`src/design/bis_pkg.sv`:
```
// ----------------------------------------------------------------------------
// bis_pkg
// Shared constants, types and codes of the bilinear image scaler.
// ----------------------------------------------------------------------------
`default_nettype none

package bis_pkg;

    localparam int MAX_WIDTH  = 512;
    localparam int MAX_HEIGHT = 512;
    localparam int FRAC_BITS  = 8;

    localparam int COORD_W    = 9;
    localparam int SIZE_W     = 10;
    localparam int CC_W       = 2;
    localparam int STEP_W     = 25;
    localparam int STEP_FRAC  = 16;
    localparam int PIX_W      = 8;
    localparam int CH_NUM     = 3;
    localparam int WORD_W     = PIX_W * CH_NUM;

    localparam int COL_W      = $clog2(MAX_WIDTH);
    localparam int ROW_W      = $clog2(MAX_HEIGHT);
    localparam int ADDR_W     = COL_W + ROW_W;

    localparam int PROD_W     = COORD_W + STEP_W;
    localparam int IP_W       = PROD_W - STEP_FRAC;
    localparam int WT1_W      = FRAC_BITS + 1;
    localparam int WT_W       = 2 * FRAC_BITS + 1;
    localparam int ACC_W      = PIX_W + WT_W;

    localparam int CFG_ADDR_W = 3;
    localparam int CFG_DATA_W = STEP_W;

    localparam logic [CFG_ADDR_W-1:0] REG_SRC_WIDTH  = 3'd0;
    localparam logic [CFG_ADDR_W-1:0] REG_SRC_HEIGHT = 3'd1;
    localparam logic [CFG_ADDR_W-1:0] REG_CHANNELS   = 3'd2;
    localparam logic [CFG_ADDR_W-1:0] REG_X_STEP     = 3'd3;
    localparam logic [CFG_ADDR_W-1:0] REG_Y_STEP     = 3'd4;

    localparam logic [CC_W-1:0] CC_GRAY  = 2'd1;
    localparam logic [CC_W-1:0] CC_COLOR = 2'd3;

    localparam logic MODE_LOAD    = 1'b0;
    localparam logic MODE_COMPUTE = 1'b1;

    typedef logic [PIX_W-1:0] pixel_t;

    typedef struct packed {
        logic clear;
        logic issue;
        logic tap_x;
        logic tap_y;
    } blend_ctrl_t;

endpackage

`default_nettype wire

```
`src/design/bis_blend.sv`:
```
// ----------------------------------------------------------------------------
// bis_blend
// Weights each neighbour read from the frame store and accumulates the
// three channel sums over the four taps.
// ----------------------------------------------------------------------------
`default_nettype none

module bis_blend
    import bis_pkg::*;
(
    input  wire logic                 clk,
    input  wire logic                 rst_n,
    input  wire blend_ctrl_t          ctrl,
    input  wire logic [FRAC_BITS-1:0] fx,
    input  wire logic [FRAC_BITS-1:0] fy,
    input  wire logic [WORD_W-1:0]    rd_data,
    output pixel_t                    sum_c [CH_NUM]
);

    localparam logic [WT1_W-1:0] ONE = WT1_W'(1) << FRAC_BITS;

    logic [WT1_W-1:0] wx;
    logic [WT1_W-1:0] wy;
    logic [WT_W-1:0]  weight_reg;
    logic             tap_valid_reg;
    logic             prod_valid_reg;
    logic [ACC_W-1:0] prod_reg [CH_NUM];
    logic [ACC_W-1:0] acc_reg  [CH_NUM];

    assign wx = ctrl.tap_x ? WT1_W'(fx) : ONE - WT1_W'(fx);
    assign wy = ctrl.tap_y ? WT1_W'(fy) : ONE - WT1_W'(fy);

    always_ff @(posedge clk or negedge rst_n)
    begin
        if (!rst_n)
        begin
            tap_valid_reg  <= 1'b0;
            prod_valid_reg <= 1'b0;
        end
        else
        begin
            tap_valid_reg  <= ctrl.issue;
            prod_valid_reg <= tap_valid_reg;
        end
    end

    always_ff @(posedge clk)
    begin
        if (ctrl.issue)
        begin
            weight_reg <= WT_W'(wx) * WT_W'(wy);
        end
        for (int c = 0; c < CH_NUM; c++)
        begin
            if (tap_valid_reg)
            begin
                prod_reg[c] <= ACC_W'(rd_data[c*PIX_W +: PIX_W]) * ACC_W'(weight_reg);
            end
            if (ctrl.clear)
            begin
                acc_reg[c] <= '0;
            end
            else if (prod_valid_reg)
            begin
                acc_reg[c] <= acc_reg[c] + prod_reg[c];
            end
        end
    end

    always_comb
    begin
        for (int c = 0; c < CH_NUM; c++)
        begin
            sum_c[c] = acc_reg[c][2*FRAC_BITS +: PIX_W];
        end
    end

endmodule

`default_nettype wire

```
`config.mk`:
```
export PLATFORM = sky130hd
export DESIGN_NAME = bis_blend
export DESIGN_NICKNAME = d
export VERILOG_FILES = /design/src/design/bis_pkg.sv /design/src/design/bis_blend.sv
export SDC_FILE = /design/constraint.sdc
export NUM_CORES = 1
export LEC_CHECK = 0
export BUFFER_PORTS_ARGS = -buffer_cell sky130_fd_sc_hd__clkbuf_2
export CAP_MARGIN = 20
export CELL_PAD_IN_SITES_DETAIL_PLACEMENT = 0
export CELL_PAD_IN_SITES_GLOBAL_PLACEMENT = 2
export CORE_UTILIZATION = 25
export CTS_BUF_LIST = sky130_fd_sc_hd__clkbuf_2 sky130_fd_sc_hd__clkbuf_4 sky130_fd_sc_hd__clkbuf_8
export CTS_CLUSTER_DIAMETER = 60
export DETAILED_ROUTE_END_ITERATION = 8
export PLACE_DENSITY = 0.65
export SYNTH_ARGS = -nofsm -noshare
export SYNTH_HDL_FRONTEND = slang
export SYNTH_SLANG_ARGS = --single-unit
```
`constraint.sdc`:
```
create_clock -name clk -period 10.3 [get_ports clk]
set_input_delay 2.06 -clock clk [delete_from_list [all_inputs] [get_ports clk]]
set_output_delay 2.06 -clock clk [all_outputs]
set_load 0.02 [all_outputs]
```
==> results.json <==
{
  "n_fill_cell": 10150,
  "ant_nets": 0,
  "initial_core_util": 0.2528,
  "clk_pin_slew_ns": 0.10,
  "synth_seq_area_share": 0.2030,
  "drc": 0,
  "worstPathMaxFanout": 9,
  "cp-end-kind": "flop",
  "rsz0062_at_grt": "false",
  "fin_skew_ns": 0.02265,
  "wl_um": 57430,
  "ctsRootBufferMaster": "clkbuf_8",
  "numCtsBuffers": 17,
  "via_per_inst": 4.432,
  "cap_violations": 0,
  "die_w_um": 312.2,
  "synth_nets": 3172,
  "insertion_delay_ns": 0.57,
  "io_buffers": 69,
  "grt.total_usage": 0.1224,
  "grt_max_degree": 74,
  "drv_slew": 0,
  "grt_pass1_vias": 18470,
  "cts_hold_buf": 0,
  "cts_sinks": 163,
  "status": "finished clean",
  "max_stage_delay_ns": 0.74,
  "crit_slowest_cell": "xnor2_1",
  "synth_area_um2": 24060,
  "gp_congestion": 0.7780,
  "core_region_area_um2": 95150,
  "cts_tree": "built",
  "slew_headroom": 0.2701,
  "hpwl_um": 44350,
  "start_kind": "input port",
  "cts_resized": 0,
  "grt_pass1_wl_um": 95630,
  "wl_met1_um": 26940,
  "ios": 70,
  "wl_met2_um": 27900,
  "worst_pin_slew_ns": 1.095,
  "synth_ff_type": "edfxtp_1",
  "min_path_type": "reg -> reg",
  "yosys_warnings": 0,
  "top_layer": "met5",
  "firstDrtPassIters": 5,
  "avgSynthCellArea_um2": 9.357,
  "crit_path_frequent_cell": "fa_1",
  "drtIter0Drc": 610,
  "post_drt_wl_per_cell_um": 14.91,
  "fp.dieH_um": 312.2,
  "max_clock_freq_ghz": 0.1476,
  "antenna_found_initial": 5,
  "rows": 113,
  "nNetsFinal": 3173,
  "grt-ovfl-total": 0,
  "clock_path_buffers": 2,
  "ys_types": 73,
  "post_cts_buffers": 0,
  "synth_edf_count": 161,
  "critPathArrivalTime_ns": 7.10,
  "vias": 17070,
  "syn_inst": 2571,
  "fin_tns_setup_ns": 0,
  "die_area_um2": 97480,
  "crit_type": "in -> reg",
  "htree_levels": 4,
  "wl_met3_um": 1491,
  "layout-drive-gt1-share": 0.06115,
  "finalSetupViolCount": 0,
  "ys_seq_elements": 163,
  "async_flop_share": 0.01227,
  "critPathRequiredTime_ns": 10.62,
  "post-route-period-util": 0.6577,
  "path_cells": "clkbuf_2 -> nor2_1 -> nor4b_1 -> a21oi_1 -> xnor2_1 -> nor2_1 -> fa_1 -> fa_1 -> fa_1 -> inv_1 -> fa_1 -> inv_1 -> ha_1 -> a21oi_1 -> o21ai_0 -> a41o_1 -> o21ai_0 -> a21oi_1 -> xor2_1",
  "post-route-min-period_ns": 6.774,
  "finalHoldViolCount": 0,
  "area_delta_synth_final_pct": 8.311
}
==> cell type report <==
cell class / instances / area, um^2 / share of cell area
clock buffers: 17 / 234.0 / 0.008979
diodes: 2 / 5.005 / 0.0001921
well taps: 1265 / 1583 / 0.06074
repair buffers: 83 / 503.0 / 0.01930
flip-flops and latches: 163 / 4888 / 0.1876
multi-input cells: 1883 / 17120 / 0.6570
inverters: 424 / 1592 / 0.06108
clock inverters: 14 / 132.6 / 0.005090
==> per-stage QoR <==
| stage | instance area, um^2 | hold WS (ns) | instances | utilization | setup WS (ns) |
|---|---|---|---|---|---|
| final | 26060 | 0.6458 | 3851 | 0.2739 | 3.526 |
| after CTS | 25980 | 0.6530 | 3846 | 0.2730 | 3.614 |
| after global routing | 26060 | 0.6737 | 3850 | 0.2738 | 3.099 |
| after global placement | 25610 | 0.6235 | 3815 | 0.2692 | 2.971 |
| after floorplan | 24060 | 0.5930 | 2571 | - | 3.471 |
| after detailed placement | 25610 | 0.6296 | 3815 | 0.2692 | 2.932 |
==> cell usage after synthesis, types with 4 or more instances <==
cell	count	share of area
inv_1	424	0.066
fa_1	319	0.27
nand2_1	258	0.040
ha_1	236	0.12
and2_1	235	0.061
nor2_1	168	0.026
edfxtp_1	161	0.20
a21oi_1	104	0.022
xnor2_1	90	0.033
clkbuf_1	75	0.012
a21o_1	60	0.019
o21ai_0	58	0.012
xor2_1	54	0.020
nor3_1	28	0.0058
nor2b_1	27	0.0070
o21a_1	27	0.0084
buf_4	24	0.0075
nand3_1	23	0.0048
nand2b_1	20	0.0052
a31oi_1	17	0.0044
or2_2	13	0.0034
a211oi_1	12	0.0037
and3_1	11	0.0029
nand4_1	11	0.0029
o211ai_1	10	0.0031
o21bai_1	8	0.0025
mux2i_1	6	0.0025
nor4_1	6	0.0016
a21oi_2	4	0.0015
a311oi_1	4	0.0015
nor3b_1	4	0.0012
o21ai_2	4	0.0015
o31ai_1	4	0.0012
or3_1	4	0.0010
or4_1	4	0.0012
==> worst paths after layout <==
check | endpoint | from | depth (start not counted) | slack (ns)
min | acc_reg[1][0] | acc_reg[1][0] | 2 | 0.65
min reg2reg | acc_reg[1][0] | acc_reg[1][0] | 2 | 0.65
min in group asynchronous | tap_valid_reg | rst_n | 1 | 1.29
max reg2reg | prod_reg[0][42] | weight_reg[5] | 15 | 4.73
max in group asynchronous | tap_valid_reg | rst_n | 1 | 8.86
max | weight_reg[15] | fy[2] | 19 | 3.53
==> layer usage <==
layer | up-vias | GRT usage
li1 | 8248 | -
met3 | 50 | 0.02017
met1 | 8605 | 0.1556
met2 | 158 | 0.2120
met5 | - | 0
met4 | 6 | 0.03610
==> cell families after synthesis <==
family	Yosys count	share of synthesized area
AOI/OAI and AO/OA	353	0.09809
adders and majority gates	555	0.3882
and+or+nand+nor	822	0.1687
DFF	163	0.2030
xor gates and xnor gates	144	0.05242
buffers and inverters	525	0.08566
muxes	9	0.003901
==> layout by cell type (no fill, tap or decap), drive strengths merged, types with 10 or more instances in the layout <==
master    n
a211oi   15
a21o     60
a21oi   108
a31oi    19
and2    235
and3     11
buf      14
clkbuf   86
edfxtp  161
fa      319
ha      236
inv     427
nand2   258
nand2b   20
nand3    23
nand4    11
nor2    168
nor2b    27
nor3     28
o211ai   10
o21a     27
o21ai    64
or2      13
xnor2    90
xor2     54
==> critical path, delay by kind of cell <==
kind / cells / cell delay [ns]
buffers and inverters: 3 / 0.20
AO/OA/AOI/OAI: 6 / 0.93
adder cells (fa/ha/maj): 5 / 2.29
AND/OR/NAND/NOR: 3 / 0.72
XOR/XNOR: 2 / 0.88
Power is not shown: default switching activity piles up to over one toggle a cycle in this logic, so the estimate is an artifact.
