**src/design/bis_pkg.sv**
```systemverilog
// ----------------------------------------------------------------------------
// bis_pkg
// Shared constants, types and codes of the bilinear image scaler.
// ----------------------------------------------------------------------------
`default_nettype none

package bis_pkg;

    localparam int MAX_WIDTH  = 512;
    localparam int MAX_HEIGHT = 512;
    localparam int FRAC_BITS  = 8;

    localparam int COORD_W    = 9;
    localparam int SIZE_W     = 10;
    localparam int CC_W       = 2;
    localparam int STEP_W     = 25;
    localparam int STEP_FRAC  = 16;
    localparam int PIX_W      = 8;
    localparam int CH_NUM     = 3;
    localparam int WORD_W     = PIX_W * CH_NUM;

    localparam int COL_W      = $clog2(MAX_WIDTH);
    localparam int ROW_W      = $clog2(MAX_HEIGHT);
    localparam int ADDR_W     = COL_W + ROW_W;

    localparam int PROD_W     = COORD_W + STEP_W;
    localparam int IP_W       = PROD_W - STEP_FRAC;
    localparam int WT1_W      = FRAC_BITS + 1;
    localparam int WT_W       = 2 * FRAC_BITS + 1;
    localparam int ACC_W      = PIX_W + WT_W;

    localparam int CFG_ADDR_W = 3;
    localparam int CFG_DATA_W = STEP_W;

    localparam logic [CFG_ADDR_W-1:0] REG_SRC_WIDTH  = 3'd0;
    localparam logic [CFG_ADDR_W-1:0] REG_SRC_HEIGHT = 3'd1;
    localparam logic [CFG_ADDR_W-1:0] REG_CHANNELS   = 3'd2;
    localparam logic [CFG_ADDR_W-1:0] REG_X_STEP     = 3'd3;
    localparam logic [CFG_ADDR_W-1:0] REG_Y_STEP     = 3'd4;

    localparam logic [CC_W-1:0] CC_GRAY  = 2'd1;
    localparam logic [CC_W-1:0] CC_COLOR = 2'd3;

    localparam logic MODE_LOAD    = 1'b0;
    localparam logic MODE_COMPUTE = 1'b1;

    typedef logic [PIX_W-1:0] pixel_t;

    typedef struct packed {
        logic clear;
        logic issue;
        logic tap_x;
        logic tap_y;
    } blend_ctrl_t;

endpackage

`default_nettype wire

```
**src/design/bis_axis_map.sv**
```systemverilog
// ----------------------------------------------------------------------------
// bis_axis_map
// Maps one destination coordinate into the source: multiply by the step,
// then clamp to the last index and split into neighbours and fraction.
// ----------------------------------------------------------------------------
`default_nettype none

module bis_axis_map
    import bis_pkg::*;
(
    input  wire logic                 clk,
    input  wire logic                 mul_en,
    input  wire logic                 clamp_en,
    input  wire logic [COORD_W-1:0]   coord,
    input  wire logic [STEP_W-1:0]    step,
    input  wire logic [COORD_W-1:0]   last,
    output logic      [COORD_W-1:0]   lo,
    output logic      [COORD_W-1:0]   hi,
    output logic      [FRAC_BITS-1:0] frac
);

    logic [PROD_W-1:0]    prod_reg;
    logic [COORD_W-1:0]   lo_reg;
    logic [COORD_W-1:0]   hi_reg;
    logic [FRAC_BITS-1:0] frac_reg;
    logic [IP_W-1:0]      ip;
    logic                 sat;

    assign ip  = prod_reg[PROD_W-1:STEP_FRAC];
    assign sat = ip >= IP_W'(last);

    always_ff @(posedge clk)
    begin
        if (mul_en)
        begin
            prod_reg <= PROD_W'(coord) * PROD_W'(step);
        end
        if (clamp_en)
        begin
            lo_reg   <= sat ? last : ip[COORD_W-1:0];
            hi_reg   <= sat ? last : ip[COORD_W-1:0] + COORD_W'(1);
            frac_reg <= sat ? '0 : prod_reg[STEP_FRAC-1:STEP_FRAC-FRAC_BITS];
        end
    end

    assign lo   = lo_reg;
    assign hi   = hi_reg;
    assign frac = frac_reg;

endmodule

`default_nettype wire

```
**config.mk**
```make
export PLATFORM = sky130hd
export DESIGN_NAME = bis_axis_map
export DESIGN_NICKNAME = d
export VERILOG_FILES = /design/src/design/bis_pkg.sv /design/src/design/bis_axis_map.sv
export SDC_FILE = /design/constraint.sdc
export NUM_CORES = 1
export LEC_CHECK = 0
export ABC_AREA = 1
export BUFFER_PORTS_ARGS = -buffer_cell sky130_fd_sc_hd__buf_4
export CAP_MARGIN = 20
export CORE_MARGIN = 2
export CORE_UTILIZATION = 63
export CTS_CLUSTER_DIAMETER = 50
export DETAILED_ROUTE_END_ITERATION = 8
export PLACE_DENSITY_LB_ADDON = 0.05
export SYNTH_ARGS = -nofsm -noshare
export SYNTH_HDL_FRONTEND = slang
export SYNTH_SLANG_ARGS = --single-unit
```
**constraint.sdc**
```tcl
create_clock -name clk -period 5.74 [get_ports clk]
set_clock_uncertainty 0.1 [all_clocks]
set_input_delay 0.574 -clock clk [delete_from_list [all_inputs] [get_ports clk]]
set_output_delay 0.574 -clock clk [all_outputs]
set_load 0.005 [all_outputs]
```
==> results of run 1 <==
==> where the power goes <==
group	total (W)	internal [W]	switching, W
clock	0.000293	0.000162	0.000131
combinational	0.00371	0.00131	0.00240
sequential	0.000746	0.000680	0.0000664
==> layer usage <==
metal  vias to the layer above  global-route usage, %  share of wire (%)
met4                         0                  10.21                3.0
met5                         -                      0                  0
met3                        56                  3.410                5.4
met2                       264                  52.60                 51
met1                      3720                  37.56                 41
li1                       3803                      -                  -
==> worst min-delay path by stage <==
stage                                  endpoint  slack, ps  cells after the start
after floorplan           frac[0]$_SDFFCE_PP0P_        420                      2
after global placement    frac[5]$_SDFFCE_PP0P_        430                      2
after global routing      frac[0]$_SDFFCE_PP0P_        490                      2
final                     frac[0]$_SDFFCE_PP0P_        450                      2
after CTS                 frac[0]$_SDFFCE_PP0P_        450                      2
after detailed placement  frac[0]$_SDFFCE_PP0P_        440                      2
==> cell families (layout without fill, tap and decap cells) <==
group,after synthesis,in the layout
adder cells (fa/ha/maj),221,221
AO/OA/AOI/OAI,77,77
XOR/XNOR,20,20
flip-flops,52,52
AND/OR/NAND/NOR,503,503
buffers and inverters,431,457
==> worst register-to-register path: stages (launching register included) <==
cell	delay (ps)
edfxtp_1	480
ha_1	360
a21o_1	190
o21bai_1	130
nand3b_1	100
nor2_2	310
nand2_2	360
nand2_1	190
o21ai_0	150
==> per-stage QoR <==
step,std cells,hold WS [ps],power (W),util (%)
2_1_floorplan,1304,419.1,0.003474,-
3_3_place_gp,1510,431.3,0.004406,68.02
3_5_place_dp,1510,439.2,0.004442,68.02
4_1_cts,1518,454.6,0.004753,68.98
5_1_grt,1518,489.6,0.005347,68.98
6_report,1518,448.7,0.004748,68.98
==> layout by cell type, fill, tap and decap left out <==
master | netlist | routed
fa_1 | 161 | 161
nor2_1 | 69 | 69
o21bai_1 | 3 | 3
clkinvlp_4 | 0 | 1
a21oi_1 | 35 | 35
a21boi_0 | 1 | 1
xnor2_1 | 3 | 3
o21ai_0 | 27 | 27
nor3_1 | 11 | 11
ha_1 | 60 | 60
clkbuf_1 | 48 | 1
nand2_1 | 376 | 376
a21o_1 | 7 | 7
nand4_1 | 6 | 6
nand3b_1 | 2 | 2
nor4_1 | 3 | 3
nand3_1 | 32 | 32
nor2_2 | 1 | 1
inv_1 | 378 | 378
o21ai_1 | 1 | 1
nand2_2 | 1 | 1
clkinv_4 | 0 | 1
o21a_1 | 1 | 1
o21ai_2 | 2 | 2
edfxtp_1 | 52 | 52
buf_4 | 0 | 71
clkbuf_16 | 0 | 5
xor2_1 | 17 | 17
or2_1 | 1 | 1
or2_2 | 1 | 1
==> layout make-up <==
cell class | count | area [sq um] | share of cell area [%]
Tap cell | 188 | 235.2 | 2.252
Clock buffer | 6 | 128.9 | 1.234
Timing Repair Buffer | 71 | 533.0 | 5.102
Clock inverter | 2 | 16.27 | 0.1557
Multi-Input combinational cell | 821 | 6554 | 62.73
Sequential cell | 52 | 1562 | 14.95
Inverter | 378 | 1419 | 13.58
==> impl_results.md, run 1 <==
* # DRC at 0
* Initial Util at 64.41%
* Period Utilization, post-route at 84.78%
* Max Root-Sink Buffers at 2
* Top cell type's share of synthesized area at 33.04%
* Status: completed
* Die Height at 128.4 microns
* Post-Syn Area at 9756 sq um
* Vias in the first global route at 8,171
* Synth async-reset ratio at 0%
* Die ar. at 16,500 sq um
* Post-Synth Simple-Gate Area at 20.32%
* Final hold violation count at 0
* Post-synth EDFFs at 52
* Synth top area cells: fa_1 (33%), edfxtp_1 (16%), inv_1 (15%)
* Crit path depth at 17
* Syn Area/Cell at 7.481 sq um
* Max Transition Viols Final at 0
* Placed instance area at 10,300 sq um
* Initial antenna violation count at 0
* DP Worst Slack at 631.9 ps
* Top cell by count, worst path: nand2_1
* Synth warnings at 0
* First-pass GRT wire length at 38.26 mm
* Final WS setup at 873.8 ps
* Synthesized Nets at 1,571
* Most numerous cell in the Yosys netlist: inv_1
* Reg2reg start: prod_reg[21]$_DFFE_PP_
* Sequential share of the synthesized area at 16.01%
* Hold buffer count at cts at 0
* Post-CTS setup buffers at 0
* CTS Buf Count at 5
* Worst path max stage delay at 560 ps
* R2r setup slk at 3070 ps
* WL/cell at 14.64 microns
* Ratio of cells with drive above 1 in the final layout at 6.241%
* WS Path Type: primary input to flop
* Final worst path period need at 4866 ps
* Fillers at 1,350
* Slew HR at 67.88%
* GR Util All Layers at 29.52%
* Reg2reg path depth at 8
* Iter 0 DRT Violations at 561
* Layout Nets at 1,596
* Post-synthesis xor/xnor area fraction at 1.796%
* TNS Setup at 0 ps
* Drt total wl at 22.23 mm
* Diode count at 0
* Critical Path AT at 4820 ps
* Resize count post-CTS at 0
* DR pass1 iterations at 5
* Gpl congestion at 0.9549
* Io pins at 72
* Flops & latches, synth at 52
* Final Cell Area at 10,450 sq um
* Worst Path Buf+Inv at 2
* CP max stage cell: fa_1
* Synth Area in Adders at 40.73%
* Max reg flops at 26
* Synthesized instance count at 1,304
* Row count at 45
* Worst hold path type: flop to flop
* GR Overflow Total at 0
* Synth cell count leaders: inv_1 (378), nand2_1 (376), fa_1 (161)
* Worst slew pin tran at 480.1 ps
* Synth unique cells at 30
* CP Capture Point: prod_reg[33]$_DFFE_PP_
* Synth Area in Compound Gates at 4.335%
* FF-to-FF End: lo[7]$_DFFE_PP_
* VDD IR max at 292.8 uV
* Clk Latency, worst-skew pair at 290 ps
* Number of port buffers at 71
* Mux contribution to synthesized area at 0%
* Startpoint types: primary input
* Critical path data required time at 5690 ps
* Routed Antenna Nets at 0
* Post-DP HPWL at 18.18 mm
* CTS Root Cell: clkbuf_16
* Ys flop type: edfxtp_1
* Pin count of the biggest net entering global routing at 30
* Leakage at 6.345 nW
* Clock sinks at 52
* Crit path cell chain: buf_4 -> nand2_1 -> fa_1 -> fa_1 -> inv_1 -> fa_1 -> fa_1 -> ha_1 -> a21oi_1 -> o21ai_0 -> or2_2 -> nand2_1 -> nand2_1 -> nand2_1 -> nand2_1 -> nand2_1 -> nand2_1
* Die X at 128.4 microns
* Clock transition at the registers of the reported paths at 60 ps
* Number of H-tree levels at 2
* Largest area contributor in the netlist: fa_1
* Max Clock Freq at 205.5 MHz
* CP Capture Type: flop
* PwrDens at 454.5 nW/um^2
* Via count of the routed design at 7,843
* Core ar. at 15,150 sq um
* RSZ-0062 raised after global routing: no
* Largest family of logic cells by synthesized area: adder cells
* Vias per std cell at 5.167
* Final setup fails at 0
* Hold Crit Start: prod_reg[8]$_DFFE_PP_
* Area Growth Syn to Fin at 7.092%
* Max-cap violations at 0
* CTS tree: built
* Worst Setup SP: coord[8]
* Worst Path Max Fanout at 25
* Cell family with most CP delay: adder cells
No activity file was read; power rests on OpenSTA's default activity.
==> inputs of run 2 (changes only) <==
Settings changed: ABC_AREA 1 to 0, CORE_UTILIZATION 63 to 57.
Clock period 5.74 ns to 4.25 ns, I/O delays scaled along.
==> run 2 against run 1 <==
Net effect: the run now ends with setup timing left; clock power up 36%; sequential share of layout area down 2.3 points; combinational power up 120%; die area up 4.2%; synthesized cell count down 26%; critical endpoint unchanged; largest cell class unchanged; largest power group unchanged.
==> impl_results.md, run 2 <==
* WL/cell at 16.40 microns (was 14.64 microns)
* Vias in the first global route at 7,937 (was 8,171)
* TNS Setup at -3706 ps (was 0 ps)
* VDD IR max at 552.7 uV (was 292.8 uV)
* Period Utilization, post-route at 107.3%
* Sequential share of the synthesized area at 16.96% (was 16.01%)
* Clock sinks at 52 (unchanged)
* Routed Antenna Nets at 0 (unchanged)
* Largest area contributor in the netlist: fa_1 (unchanged)
* DR pass1 iterations at 5 (unchanged)
* Drt total wl at 22.68 mm (was 22.23 mm)
* Top cell type's share of synthesized area at 35.01% (was 33.04%)
* Worst Path Max Fanout at 8 (was 25)
* Most numerous cell in the Yosys netlist: inv_1 (unchanged)
* Placed Cells at 1,351 (was 1,510)
* Status: finished with violations (was completed)
* Met3 Resource Use GR at 2.963% (was 3.410%)
* Leakage at 5.907 nW (was 6.345 nW)
* Synth cell count leaders: inv_1 (190), fa_1 (161), and2_1 (139) (was inv_1 (378), nand2_1 (376), fa_1 (161))
* Final worst path period need at 4559 ps
* Worst hold path type: primary input to flop (was flop to flop)
* WS Path Type: primary input to flop (unchanged)
* Reg2reg start: prod_reg[24]$_DFFE_PP_ (was prod_reg[21]$_DFFE_PP_)
* Post-layout util at 77.72% (was 68.98%)
* Max Root-Sink Buffers at 2 (unchanged)
* Area Growth Syn to Fin at 33.64% (was 7.092%)
* GR Overflow Total at 0 (unchanged)
* Core ar. at 15,830 sq um (was 15,150 sq um)
* Design Power at 0.009681 W (was 0.004748 W)
* Final WS setup at -309.1 ps (was 873.8 ps)
* Pin count of the biggest net entering global routing at 27 (was 30)
* Post-DP HPWL at 17.71 mm (was 18.18 mm)
* CTS Buf Count at 5 (unchanged)
* Final hold violation count at 0 (unchanged)
* Via count of the routed design at 7,351 (was 7,843)
* Routing usage on met1 at 35.24% (was 37.56%)
* Syn Area/Cell at 9.500 sq um (was 7.481 sq um)
* Die Height at 131.1 microns (was 128.4 microns)
* CTS Root Cell: clkbuf_16 (unchanged)
* Flops & latches, synth at 52 (unchanged)
* Worst Setup SP: coord[2] (was coord[8])
* Io pins at 72 (unchanged)
* Critical Path AT at 4500 ps (was 4820 ps)
* Synthesized instance count at 969 (was 1,304)
* Initial Util at 58.16% (was 64.41%)
* Fillers at 1,072 (was 1,350)
* Post-Syn Area at 9205 sq um (was 9756 sq um)
* Diode count at 0 (unchanged)
* Ratio of cells with drive above 1 in the final layout at 33.85% (was 6.241%)
* Synth warnings at 0 (unchanged)
* Synthesized Nets at 1,236 (was 1,571)
* PwrDens at 786.9 nW/um^2 (was 454.5 nW/um^2)
* RSZ-0062 raised after global routing: yes (was no)
* Critical path data required time at 4190 ps (was 5690 ps)
* Global route hottest layer: met2 (unchanged)
* Iter 0 DRT Violations at 432 (was 561)
* Initial antenna violation count at 0 (unchanged)
* Post-synth EDFFs at 52 (unchanged)
* Violated checks: setup timing
* Hold Crit Start: last[2] (was prod_reg[8]$_DFFE_PP_)
* Worst slew pin tran at 355.8 ps (was 480.1 ps)
* Row count at 46 (was 45)
* GR Util All Layers at 28.38% (was 29.52%)
* Synth async-reset ratio at 0% (unchanged)
* Max-cap violations at 0 (unchanged)
* Ys flop type: edfxtp_1 (unchanged)
* Startpoint types: primary input (unchanged)
* Max Transition Viols Final at 0 (unchanged)
* Fin cells at 1,383 (was 1,518)
* Clock transition at the registers of the reported paths at 70 ps (was 60 ps)
* Number of H-tree levels at 2 (unchanged)
* Slew HR at 76.28% (was 67.88%)
* Gpl congestion at 0.8775 (was 0.9549)
* Die ar. at 17,180 sq um (was 16,500 sq um)
* CTS tree: built (unchanged)
* Synth unique cells at 54 (was 30)
* # DRC at 0 (unchanged)
* Layout Nets at 1,433 (was 1,596)
* Most frequent cells in the layout: inv_1 (174), buf_4 (174), fa_1 (153) (was inv_1 (378), nand2_1 (376), fa_1 (161))
* Final setup fails at 20 (was 0)
* Clk Latency, worst-skew pair at 290 ps (about the same)
* GRT met2 Usage at 52.94% (was 52.60%)
* Max reg flops at 26 (unchanged)
* Die X at 131.1 microns (was 128.4 microns)
* Number of port buffers at 71 (unchanged)
* Max Clock Freq at 219.3 MHz
* CP Capture Type: flop (unchanged)
* First-pass GRT wire length at 38.12 mm (was 38.26 mm)
* Synth top area cells: fa_1 (35%), edfxtp_1 (17%), and2_1 (9.4%) (was fa_1 (33%), edfxtp_1 (16%), inv_1 (15%))
* Vias per std cell at 5.315 (was 5.167)
-- run 2: changes by cell type after synthesis, sizes merged, moves of 8 or more --
cell    change
nand2     -256
inv       -188
and2      +140
nor2       -47
clkbuf     -25
nand3      -20
xnor2      +10
mux2        +9
mux2i       +9
o21ai       -9
and3        +8
-- run 2: final cells by class --
cell class	instances	area, sq um	share of cell area (%)
clock buffers	5	125.1	1.017
well taps	216	270.3	2.197
inverters	190	713.2	5.797
clock inverters	3	21.27	0.1729
flip-flops and latches	52	1562	12.69
repair buffers	223	2042	16.60
multi-input cells	694	7569	61.52
-- run 2: stage by stage --
stage,instance area [sq um],hold slack (ps),worst slack (ps)
after floorplan,9604,396.7,-346.4
after global placement,11050,402.2,-752.9
after detailed placement,11050,407.6,-743.7
after CTS,12050,344.1,-260.8
after global routing,12300,345.3,-405.3
final,12300,345.7,-309.1
-- run 2: per-layer routing --
metal | wire length, microns | share of wire, % | vias to the layer above
met3 | 763 | 3.4 | 53
met1 | 9217 | 41 | 3722
met5 | 0 | 0 | -
li1 | - | - | 3411
met2 | 12070 | 53 | 165
met4 | 626 | 2.8 | 0
-- run 2: path summary, 6_finish.rpt --
path         depth (start not counted)                endpoint  slack (ps)
max                                 16  prod_reg[33]$_DFFE_PP_        -310
min                                  2         lo[2]$_DFFE_PP_         350
min reg2reg                          1   frac[3]$_SDFFCE_PP0P_         420
max reg2reg                          9         lo[4]$_DFFE_PP_        1570
-- run 2: cell families (layout without fill, tap and decap cells) --
| logic type | Yosys count | after routing | synth area share, % |
|---|---|---|---|
| xor gates and xnor gates | 28 | 28 | 2.664 |
| adders and majority gates | 221 | 221 | 43.17 |
| DFF | 52 | 52 | 16.96 |
| buffers and inverters | 223 | 421 | 9.542 |
| AOI/OAI and AO/OA | 91 | 91 | 6.565 |
| muxes | 18 | 18 | 2.080 |
| and+or+nand+nor | 336 | 336 | 19.02 |
-- run 2: power by group --
group / switching, W / internal, W / total (W)
Clock: 0.000180 / 0.000219 / 0.000399
Sequential: 0.000103 / 0.000932 / 0.00104
Combinational: 0.00412 / 0.00413 / 0.00825
Total: 0.00440 / 0.00528 / 0.00968
-- run 2: worst max-delay path, stage by stage --
cell and delay [ps]:
buf_12 80, buf_12 130, nand2_4 50, fa_1 490, inv_1 60, fa_1 500, fa_1 450, fa_1 560
ha_4 220, a21o_1 200, buf_6 120, or3_4 380, a311o_4 370, o21ai_4 220, o31ai_2 110, xnor2_1 130
-- run 2: repair_timing --
| item | 4_1_cts | 5_1_grt |
|---|---|---|
| setup endpoints to repair | 23 | 25 |
| resized for setup | 149 | 49 |
| setup buffers | 20 | 4 |
| gates cloned | 3 | 1 |
| endpoints found under the hold margin | 0 | 0 |
| hold buffers | 0 | 0 |
| pin swaps | 64 | 49 |
